`config.mk`:
```
export PLATFORM = sky130hd
export DESIGN_NAME = slot_table_linked_list_core
export DESIGN_NICKNAME = d
export VERILOG_FILES = /design/src/design/stll_pkg.sv /design/src/design/slot_table_linked_list_core.sv /design/src/design/stll_ram.sv /design/src/design/stll_ctrl.sv
export SDC_FILE = /design/constraint.sdc
export NUM_CORES = 2
export LEC_CHECK = 0
export ABC_AREA = 1
export ABC_CLOCK_PERIOD_IN_PS = 3900
export BUFFER_PORTS_ARGS = -buffer_cell sky130_fd_sc_hd__buf_2
export CAP_MARGIN = 25
export CELL_PAD_IN_SITES_DETAIL_PLACEMENT = 1
export CELL_PAD_IN_SITES_GLOBAL_PLACEMENT = 1
export CORE_MARGIN = 5
export CORE_UTILIZATION = 45
export CTS_CLUSTER_SIZE = 20
export DETAILED_ROUTE_END_ITERATION = 8
export GPL_ROUTABILITY_DRIVEN = 0
export HOLD_SLACK_MARGIN = 0.08
export PLACE_DENSITY_LB_ADDON = 0.1
export SLEW_MARGIN = 30
export SYNTH_ARGS = -nofsm -noshare
export SYNTH_HDL_FRONTEND = slang
export SYNTH_SLANG_ARGS = --single-unit
```
`constraint.sdc`:
```
create_clock -name i_clk -period 3.9 [get_ports i_clk]
set_input_delay 0.78 -clock i_clk [delete_from_list [all_inputs] [get_ports i_clk]]
set_output_delay 0.78 -clock i_clk [all_outputs]
set_load 0.05 [all_outputs]
```
`src/design/stll_pkg.sv`:
```
// Types and constants shared by the slot table linked list modules.
`default_nettype none
package stll_pkg;

    localparam int SLOT_COUNT = 64;
    localparam int IDX_W      = $clog2(SLOT_COUNT);
    localparam int LINK_W     = IDX_W + 1;

    typedef logic [IDX_W-1:0]  t_idx;
    typedef logic [LINK_W-1:0] t_link;

    localparam t_link NONE_LINK = t_link'(SLOT_COUNT);

    localparam logic KIND_INSERT = 1'b0;
    localparam logic KIND_DELETE = 1'b1;

    localparam logic [1:0] STAT_OK     = 2'd0;
    localparam logic [1:0] STAT_FULL   = 2'd1;
    localparam logic [1:0] STAT_UNUSED = 2'd2;

    typedef struct packed {
        logic kind;
        t_idx slot;
    } t_cmd;

    typedef struct packed {
        t_idx       slot_index;
        logic [1:0] status;
        t_link      head_slot;
        t_link      tail_slot;
        t_link      occupancy;
    } t_result;

    typedef struct packed {
        logic  en;
        t_idx  addr;
        t_link data;
    } t_link_wr;

    typedef struct packed {
        logic en;
        t_idx addr;
        t_idx data;
    } t_stack_wr;

    typedef enum logic {
        ST_IDLE,
        ST_EXEC
    } t_state;

endpackage
`default_nettype wire

```
`src/design/slot_table_linked_list_core.sv`:
```
// Top level of the slot table linked list: control plus link and free-stack memories.
//
//   Channel   Signals                    Direction  Handshake
//   command   start, busy, i_cmd         in         beat taken when start and not busy
//   result    o_done, o_result           out        beat valid for the single o_done cycle
//
// On the accept edge the link and free-stack memories are read; in the ST_EXEC
// state the read-modify-write is done and the result is registered at its end.
// The result strobe appears in the cycle after ST_EXEC, when a new command may
// already be taken. Reset is synchronous and clears pointers, counters and
// in-use flags; memory contents are not cleared. The receiver cannot stall.
`default_nettype none
module slot_table_linked_list_core (
    input  wire logic               i_clk,
    input  wire logic               i_rst_n,
    input  wire logic               start,
    input  wire stll_pkg::t_cmd     i_cmd,
    output logic                    busy,
    output logic                    o_done,
    output stll_pkg::t_result       o_result
);
    import stll_pkg::*;

    t_link     prev_rdata;
    t_link     next_rdata;
    t_idx      stack_rdata;
    t_idx      stack_raddr;
    t_link_wr  prev_wr;
    t_link_wr  next_wr;
    t_stack_wr stack_wr;

    stll_ctrl u_ctrl (
        .i_clk         (i_clk),
        .i_rst_n       (i_rst_n),
        .start         (start),
        .i_cmd         (i_cmd),
        .busy          (busy),
        .o_done        (o_done),
        .o_result      (o_result),
        .o_stack_raddr (stack_raddr),
        .i_prev_rdata  (prev_rdata),
        .i_next_rdata  (next_rdata),
        .i_stack_rdata (stack_rdata),
        .o_prev_wr     (prev_wr),
        .o_next_wr     (next_wr),
        .o_stack_wr    (stack_wr)
    );

    stll_ram #(.WIDTH(LINK_W), .DEPTH(SLOT_COUNT)) u_prev_ram (
        .i_clk   (i_clk),
        .i_we    (prev_wr.en),
        .i_waddr (prev_wr.addr),
        .i_wdata (prev_wr.data),
        .i_raddr (i_cmd.slot),
        .o_rdata (prev_rdata)
    );

    stll_ram #(.WIDTH(LINK_W), .DEPTH(SLOT_COUNT)) u_next_ram (
        .i_clk   (i_clk),
        .i_we    (next_wr.en),
        .i_waddr (next_wr.addr),
        .i_wdata (next_wr.data),
        .i_raddr (i_cmd.slot),
        .o_rdata (next_rdata)
    );

    stll_ram #(.WIDTH(IDX_W), .DEPTH(SLOT_COUNT)) u_stack_ram (
        .i_clk   (i_clk),
        .i_we    (stack_wr.en),
        .i_waddr (stack_wr.addr),
        .i_wdata (stack_wr.data),
        .i_raddr (stack_raddr),
        .o_rdata (stack_rdata)
    );

endmodule
`default_nettype wire

```
`src/design/stll_ram.sv`:
```
// Simple dual-port synchronous RAM with one write port and one registered read port.
`default_nettype none
module stll_ram #(
    parameter int WIDTH = 7,
    parameter int DEPTH = 64
) (
    input  wire logic                     i_clk,
    input  wire logic                     i_we,
    input  wire logic [$clog2(DEPTH)-1:0] i_waddr,
    input  wire logic [WIDTH-1:0]         i_wdata,
    input  wire logic [$clog2(DEPTH)-1:0] i_raddr,
    output logic      [WIDTH-1:0]         o_rdata
);

    logic [WIDTH-1:0] mem [DEPTH];

    always_ff @(posedge i_clk) begin
        if (i_we) begin
            mem[i_waddr] <= i_wdata;
        end
        o_rdata <= mem[i_raddr];
    end

endmodule
`default_nettype wire

```
`src/design/stll_ctrl.sv`:
```
// Sequencer, list pointers, slot allocation and in-use flags of the slot table.
`default_nettype none
module stll_ctrl (
    input  wire logic               i_clk,
    input  wire logic               i_rst_n,
    input  wire logic               start,
    input  wire stll_pkg::t_cmd     i_cmd,
    output logic                    busy,
    output logic                    o_done,
    output stll_pkg::t_result       o_result,
    output stll_pkg::t_idx          o_stack_raddr,
    input  wire stll_pkg::t_link    i_prev_rdata,
    input  wire stll_pkg::t_link    i_next_rdata,
    input  wire stll_pkg::t_idx     i_stack_rdata,
    output stll_pkg::t_link_wr      o_prev_wr,
    output stll_pkg::t_link_wr      o_next_wr,
    output stll_pkg::t_stack_wr     o_stack_wr
);
    import stll_pkg::*;

    t_state          r_state, n_state;
    logic            r_kind;
    t_idx            r_slot;
    t_link           r_head, n_head;
    t_link           r_tail, n_tail;
    t_link           r_bump, n_bump;
    t_link           r_fc, n_fc;
    logic [SLOT_COUNT-1:0] r_in_use, n_in_use;
    logic            r_done, n_done;
    t_result         r_result, n_result;
    logic            accept;
    logic            exec;
    t_idx            s;
    t_link           p, n;
    logic [1:0]      stat;

    always_comb begin
        n_state = r_state;
        case (r_state)
            ST_IDLE: begin
                if (start) begin
                    n_state = ST_EXEC;
                end
            end
            ST_EXEC: n_state = ST_IDLE;
            default: n_state = ST_IDLE;
        endcase
    end

    always_comb begin
        busy = 1'b0;
        exec = 1'b0;
        case (r_state)
            ST_IDLE: busy = 1'b0;
            ST_EXEC: begin
                busy = 1'b1;
                exec = 1'b1;
            end
            default: busy = 1'b0;
        endcase
    end

    assign accept        = start && !busy;
    assign o_stack_raddr = r_fc[IDX_W-1:0] - t_idx'(1);

    always_comb begin
        n_head    = r_head;
        n_tail    = r_tail;
        n_bump    = r_bump;
        n_fc      = r_fc;
        n_in_use  = r_in_use;
        o_prev_wr = '0;
        o_next_wr = '0;
        o_stack_wr = '0;
        s         = r_slot;
        stat      = STAT_OK;
        p         = (t_link'(r_slot) == r_head) ? NONE_LINK : i_prev_rdata;
        n         = (t_link'(r_slot) == r_tail) ? NONE_LINK : i_next_rdata;
        if (exec) begin
            if (r_kind == KIND_INSERT) begin
                if (r_bump < NONE_LINK) begin
                    s      = r_bump[IDX_W-1:0];
                    n_bump = r_bump + t_link'(1);
                end else if (r_fc != '0) begin
                    s    = i_stack_rdata;
                    n_fc = r_fc - t_link'(1);
                end else begin
                    s    = '0;
                    stat = STAT_FULL;
                end
                if (stat == STAT_OK) begin
                    o_prev_wr = '{en: 1'b1, addr: s, data: r_tail};
                    if (r_head == NONE_LINK) begin
                        n_head = t_link'(s);
                    end else begin
                        o_next_wr = '{en: 1'b1, addr: r_tail[IDX_W-1:0], data: t_link'(s)};
                    end
                    n_tail      = t_link'(s);
                    n_in_use[s] = 1'b1;
                end
            end else begin
                if (!r_in_use[r_slot]) begin
                    stat = STAT_UNUSED;
                end else begin
                    if (p != NONE_LINK) begin
                        o_next_wr = '{en: 1'b1, addr: p[IDX_W-1:0], data: n};
                    end else begin
                        n_head = n;
                    end
                    if (n != NONE_LINK) begin
                        o_prev_wr = '{en: 1'b1, addr: n[IDX_W-1:0], data: p};
                    end else begin
                        n_tail = p;
                    end
                    n_in_use[r_slot] = 1'b0;
                    if (r_fc < NONE_LINK) begin
                        o_stack_wr = '{en: 1'b1, addr: r_fc[IDX_W-1:0], data: r_slot};
                        n_fc       = r_fc + t_link'(1);
                    end
                end
            end
        end
        n_done   = exec;
        n_result = '{slot_index: s, status: stat, head_slot: n_head,
                     tail_slot: n_tail, occupancy: n_bump - n_fc};
    end

    always_ff @(posedge i_clk) begin
        if (!i_rst_n) begin
            r_state  <= ST_IDLE;
            r_head   <= NONE_LINK;
            r_tail   <= NONE_LINK;
            r_bump   <= '0;
            r_fc     <= '0;
            r_in_use <= '0;
            r_done   <= 1'b0;
        end else begin
            r_state  <= n_state;
            r_head   <= n_head;
            r_tail   <= n_tail;
            r_bump   <= n_bump;
            r_fc     <= n_fc;
            r_in_use <= n_in_use;
            r_done   <= n_done;
        end
    end

    always_ff @(posedge i_clk) begin
        if (accept) begin
            r_kind <= i_cmd.kind;
            r_slot <= i_cmd.slot;
        end
        if (exec) begin
            r_result <= n_result;
        end
    end

    assign o_done   = r_done;
    assign o_result = r_result;

endmodule
`default_nettype wire
```
Word level (Yosys, flattened, before mapping)
Memory sizes are Yosys's and may differ from the RTL's. A register that Yosys moved wholly into a read port is not among the register bits. Index checks and enable logic that the tools add are counted.

Flip-flop bits (word level): 130. Memory bits (writable): 1280. Bits of input ports: 10. Logic and storage cells: 113. Memories kept: 3.

$add $sub $neg: 5. Order comparisons: 6. Equal/unequal tests: 6. Multiplexer cells: 67. Bitwise operators: 4. Reductions and logical operators: 8.

Memories: u_next_ram.mem (depth 64, bits a word 7, rd ports 1, clocked after memory_dff 1, wr ports 1, line stll_ram.sv:15) `logic [WIDTH-1:0] mem [DEPTH];`; u_prev_ram.mem (depth 64, bits a word 7, rd ports 1, clocked after memory_dff 1, wr ports 1, line stll_ram.sv:15); u_stack_ram.mem (depth 64, bits a word 6, rd ports 1, clocked after memory_dff 1, wr ports 1, line stll_ram.sv:15).

Operator list (count): $mux W64 (3); $mux W14 (11); $mux W7 (22); $and A64 B64 Y64 (1); $not A64 Y64 (1); $or A64 B64 Y64 (1); $mux W13 (4); $mux W6 (5); $add A7 B1 Y7 const B (2); $eq A6 B7 Y1 (2); $lt A6 B7 Y1 const B (2); $lt A7 B7 Y1 const B (2); $ne A7 B7 Y1 const B (2); $demux W1 S6 (2); $ge A6 B1 Y1 const B (2); $mux W1 (12); $mux W2 (5); $eq A7 B7 Y1 const B (1); $reduce_bool A7 Y1 (1); $sub A7 B1 Y7 const B (1); $sub A7 B7 Y7 (1); $bmux W1 S6 (1); $sub A6 B1 Y6 const B (1); $pmux W1 S2 (2); 7 further kinds (9).

Logic depth before layout (Yosys ltp)
Depth after elaboration: 12. Gate-level depth with buffers: 24. Mapped depth without buffers: 21.

By module
Synthesis repeated with hierarchy kept, for this count alone.

Cell total of the unflattened synthesis: 6014. Area total of the unflattened synthesis: 62162.1 µm².

By module, submodules not included: stll_ram at u_next_ram ... (instances 2, cells each 1590, area each 18545.3 µm², seq. area each 13593.0 µm²); stll_ram at u_stack_ram (instances 1, cells each 1376, area each 15930.3 µm², seq. area each 11651.2 µm²); stll_ctrl (instances 1, cells each 1458, area each 9141.3 µm², seq. area each 2962.8 µm²).

Worst setup path before layout
No wires, ideal clock.

Kind: flip-flop to flip-flop. Start: reg u_ctrl.r_state. End: mem u_next_ram.mem[0][4], data pin. Data arrival time: 3.733 ns. Required time: 3.352 ns. Path slack: -0.381 ns. Stages on the path, launching flop included: 5. Path buffers: 2. Cell sequence: dfxtp_1 -> inv_2 -> clkbuf_1 -> clkbuf_1 -> a21oi_1.

RTL lines: start: declaration (line stll_ctrl.sv:21) `t_state r_state, n_state;`; start signal: assignment (line stll_ctrl.sv:138) `r_state <= n_state;`; end: declaration (line stll_ram.sv:15).

Worst setup path after layout
Start: reg u_ctrl.r_slot[2]. End: mem u_prev_ram.mem[40][1], enable pin.

Cells in the longest elaborated chain, start to end: 9. Elaborated cells between the ends (all ways): 11.

RTL lines: start: declaration (line stll_ctrl.sv:23) `t_idx r_slot;`; start signal: assignment (line stll_ctrl.sv:151) `r_slot <= i_cmd.slot;`; $eq A6 B7 Y1 (line stll_ctrl.sv:78) `n = (t_link'(r_slot) == r_tail) ? NONE_LINK : i_next_rdata;`; $mux W7 (line stll_ctrl.sv:78); $ne A7 B7 Y1 (line stll_ctrl.sv:110) `if (n != NONE_LINK) begin`; $mux W14 (line stll_ctrl.sv:110); $mux W14 (*) (line stll_ctrl.sv:102) `if (!r_in_use[r_slot]) begin`; $mux W14 (*) (line stll_ctrl.sv:80) `if (r_kind == KIND_INSERT) begin`; $mux W14 (*) (line stll_ctrl.sv:79) `if (exec) begin`; $mux W1 (line stll_ram.sv:18) `if (i_we) begin`; $mux W1 (not written as such) (line stll_ram.sv:19) `mem[i_waddr] <= i_wdata;`; end: declaration (line stll_ram.sv:15).

Mark *: on every way between the ends. The rest lies on a longest branch, timed or not. The select of a mux whose other input is x is not followed.

==> out/qor.yml <==
timing_worst_setup_path_type: "flip-flop to flip-flop"
final.setup_skew_ps: 27.6
report.power.total_mw: 33.7
dr_wl_met3_um: 8820
timing.critical_path.slowest_cell_delay_ps: 540
dieArea_um2: 138000
worst-slew-pin-transition_ps: 1050
finalHoldViolations: 0
design.core.area_um2: 130000
routedLengthMet1_um: 80400
finalWorstPathRequiredPeriod_ps: 3710
cts_tree: "built"
numClockSinks: 1430
worst_setup_path_startpoint: "u_ctrl.r_slot[2]$_DFFE_PP_"
crit_path_capture_type: "flip-flop"
netlist_area_um2: 58800
synth.top_cells.by_area: "sky130_fd_sc_hd__edfxtp_1, sky130_fd_sc_hd__nor2_1, sky130_fd_sc_hd__o21ai_0"
clk_pin_slew_worst_paths_ps: 60
grt_setup_unrepaired: "false"
yosysSeqAreaShare_pct: 71.1
htree_num_levels: 4
first_global_vias: 42097
io_pins: 41
syn-mean-instance-area_um2: 11.9
type_of_the_tightest_min_delay_check: "input pin to flip-flop"
ir_worst_vdd_mv: 0.419
dpl_worst_slack_ps: 146
die_height_um: 372
path_cells: "nor2_2 -> buf_4 -> nand3_1 -> nand2_1 -> o21ai_1 -> nand2_1 -> nor2_4 -> nand2_8 -> nor2_4 -> inv_4 -> nand2_4 -> nor2_2 -> nand2_2 -> inv_2 -> nand3_2 -> nor2_1 -> buf_4"
cts_hold_buffers: 0
cts-buffers-inserted: 155
critical_path.reg2reg.startpoint: "u_ctrl.r_slot[2]$_DFFE_PP_"
final_antenna_net_count: 0
portBuffers: 40
grt_start_max_net_pins: 194
yosys.cell_types.count: 51
drtPass1Iterations: 5
synthFlopType: "sky130_fd_sc_hd__edfxtp_1"
nets: 5175
drv.max_cap_violation_count: 0
yosysWarnings: 0
whs_ps: 178
outcome: "completed"
cp_data_required_time_ps: 4380
clock_tree.buffer_depth: 3
initial_utilization_pct: 45.4
antenna_cells: 0
synthDominantAreaCellType: "sky130_fd_sc_hd__edfxtp_1"
detail_route.drc_violations: 0
worstSetupStartpointType: "flip-flop"
timing.final.max_slew_violations: 0
num-fill-cells: 13278
synthCells: 4963
clock-root-buffer: "sky130_fd_sc_hd__clkbuf_16"
die-width_um: 372
area_growth_from_synthesis_to_layout_pct: 15.4
max_freq_mhz: 270
synth-seq-cells: 1430
worst_hold_startpoint: "i_cmd[6]"
routed-wl-met2_um: 87100
gr-usage-all-layers_pct: 26.0
grt_overflow: 0
relative_max_transition_margin_pct: 29.8
yosys.area.top_type_share_pct: 67.2
synth_enable_flop_cells: 1316
static-leakage-power_nw: 21.8
synth_fp_nets: 4983
p_per_area_nw_per_um2: 496
wl_per_cell_um: 25.9
finalSetupViolations: 0
timing.critical_path.fanout_max: 10
routed-via-count: 41548
first_iter_violations: 3866
ys_async_sr_fraction_pct: 0
insertion_delay_ps: 790
grt_first_pass_wirelength_um: 272000
worst_ep_arrival_time_ps: 4190
row_count: 132
vias_per_cell: 5.92
critPathSlowestCell: "sky130_fd_sc_hd__edfxtp_1"
finalCritPeriodShare_pct: 95.1
drt_wl_total_um: 182000
place.detailed.hpwl_um: 112000
ff2ff_setup_slack_ps: 190
layout-drive-gt1-share_pct: 12.9
grt_antenna_before_repair: 0
highest_metal_layer_with_signal_wires: "met4"
worst_setup_slack_final_ps: 191
[state kept, by name, summed over array words and instances (netlist names), 29 cells and up]
name             cells
u_next_ram.mem     448
u_prev_ram.mem     448
u_stack_ram.mem    384
u_ctrl.r_in_use     64
u_ctrl.o_result     29
[cell usage in the layout, fill, tap and decap left out, types with 5 or more instances in the layout]
cell	netlist	layout
sky130_fd_sc_hd__a21oi_1	46	42
sky130_fd_sc_hd__a22oi_1	10	9
sky130_fd_sc_hd__a32oi_1	65	65
sky130_fd_sc_hd__buf_12	0	30
sky130_fd_sc_hd__buf_2	30	37
sky130_fd_sc_hd__buf_4	3	283
sky130_fd_sc_hd__bufinv_16	0	9
sky130_fd_sc_hd__clkbuf_1	279	43
sky130_fd_sc_hd__clkbuf_16	0	160
sky130_fd_sc_hd__clkbuf_8	0	5
sky130_fd_sc_hd__clkinv_1	3	29
sky130_fd_sc_hd__clkinv_2	0	20
sky130_fd_sc_hd__dfxtp_1	114	112
sky130_fd_sc_hd__edfxtp_1	1316	1316
sky130_fd_sc_hd__ha_1	9	8
sky130_fd_sc_hd__inv_1	146	141
sky130_fd_sc_hd__inv_2	20	22
sky130_fd_sc_hd__inv_6	0	7
sky130_fd_sc_hd__nand2_1	252	249
sky130_fd_sc_hd__nand2_2	6	9
sky130_fd_sc_hd__nand3_1	173	173
sky130_fd_sc_hd__nand3_2	7	7
sky130_fd_sc_hd__nand4_1	8	8
sky130_fd_sc_hd__nor2_1	1128	1102
sky130_fd_sc_hd__nor2_2	13	23
sky130_fd_sc_hd__nor2_4	5	21
sky130_fd_sc_hd__nor3_1	5	5
sky130_fd_sc_hd__nor3_2	6	6
sky130_fd_sc_hd__nor3_4	7	7
sky130_fd_sc_hd__o211ai_1	62	62
sky130_fd_sc_hd__o21ai_0	783	783
sky130_fd_sc_hd__o21ai_1	15	15
sky130_fd_sc_hd__o21bai_1	5	5
sky130_fd_sc_hd__o221ai_1	71	71
sky130_fd_sc_hd__o22ai_1	310	309
sky130_fd_sc_hd__o32ai_1	8	8
sky130_fd_sc_hd__xor2_1	13	12
[cells by family after synthesis]
group | Yosys count | share of synthesized area, %
xor gates and xnor gates | 17 | 0.253
adders and majority gates | 10 | 0.225
AOI/OAI and AO/OA | 1393 | 13.9
DFF | 1430 | 71.1
buffers and inverters | 495 | 3.32
and+or+nand+nor | 1618 | 11.2
[synth_stat cells (9+ instances only)]
| master | number |
|---|---|
| sky130_fd_sc_hd__a21oi_1 | 46 |
| sky130_fd_sc_hd__a22oi_1 | 10 |
| sky130_fd_sc_hd__a32oi_1 | 65 |
| sky130_fd_sc_hd__buf_2 | 30 |
| sky130_fd_sc_hd__clkbuf_1 | 279 |
| sky130_fd_sc_hd__dfxtp_1 | 114 |
| sky130_fd_sc_hd__edfxtp_1 | 1316 |
| sky130_fd_sc_hd__ha_1 | 9 |
| sky130_fd_sc_hd__inv_1 | 146 |
| sky130_fd_sc_hd__inv_2 | 20 |
| sky130_fd_sc_hd__nand2_1 | 252 |
| sky130_fd_sc_hd__nand3_1 | 173 |
| sky130_fd_sc_hd__nor2_1 | 1128 |
| sky130_fd_sc_hd__nor2_2 | 13 |
| sky130_fd_sc_hd__o211ai_1 | 62 |
| sky130_fd_sc_hd__o21ai_0 | 783 |
| sky130_fd_sc_hd__o21ai_1 | 15 |
| sky130_fd_sc_hd__o221ai_1 | 71 |
| sky130_fd_sc_hd__o22ai_1 | 310 |
| sky130_fd_sc_hd__xor2_1 | 13 |
[power by group]
group	switching [mW]	internal [mW]
Combinational	1.86	0.689
Sequential	0.0718	16.7
Clock	6.10	8.24
Total	8.03	25.6
[through the flow]
step	instances	utilization, %	setup TNS (ps)	cell area, um^2
3_3_place_gp	6736	48.5	0	62900
6_report	7018	52.4	0	67900
4_1_cts	7016	52.3	0	67800
5_1_grt	7018	52.4	0	67900
2_1_floorplan	4963	-	-114290	58800
3_5_place_dp	6738	48.5	0	62900
[what timing repair did]
item                                    in CTS  in global routing
buffers inserted                             0                  0
endpoints found under the setup margin       0                 62
gates resized for setup                      0                 13
[layer usage]
layer / up-vias / GRT usage [%]
met2: 1227 / 42.7
met1: 21354 / 36.6
li1: 18659 / -
met3: 308 / 3.12
met5: - / 0
met4: 0 / 8.22
[final cells by class]
cell class                      instances  area (um^2)  area share, %
Inverter                              173          678          0.999
Multi-Input combinational cell       3038        15300           22.5
Tap cell                             1742         2180           3.21
Clock inverter                         70          673          0.992
Timing Repair Buffer                  357         3030           4.47
Clock buffer                          208         4230           6.24
Sequential cell                      1430        41800           61.6
[worst max-delay path, delay by kind of cell, from the launching register on]
kind | cells | cell delay (ps)
buffers and inverters | 4 | 730
DFF | 1 | 540
and+or+nand+nor | 12 | 2020
AOI/OAI and AO/OA | 1 | 80
[final timing paths]
kind                                           end  cells after the start
setup reg to reg   u_prev_ram.mem[40][1]$_DFFE_PP_                     17
hold / removal             u_ctrl.r_kind$_DFFE_PP_                      1
hold reg to reg   u_ctrl.r_in_use[31]$_SDFFE_PN0P_                      2
setup / recovery   u_prev_ram.mem[40][1]$_DFFE_PP_                     17
Note: power is estimated with default switching activity, not from simulation.
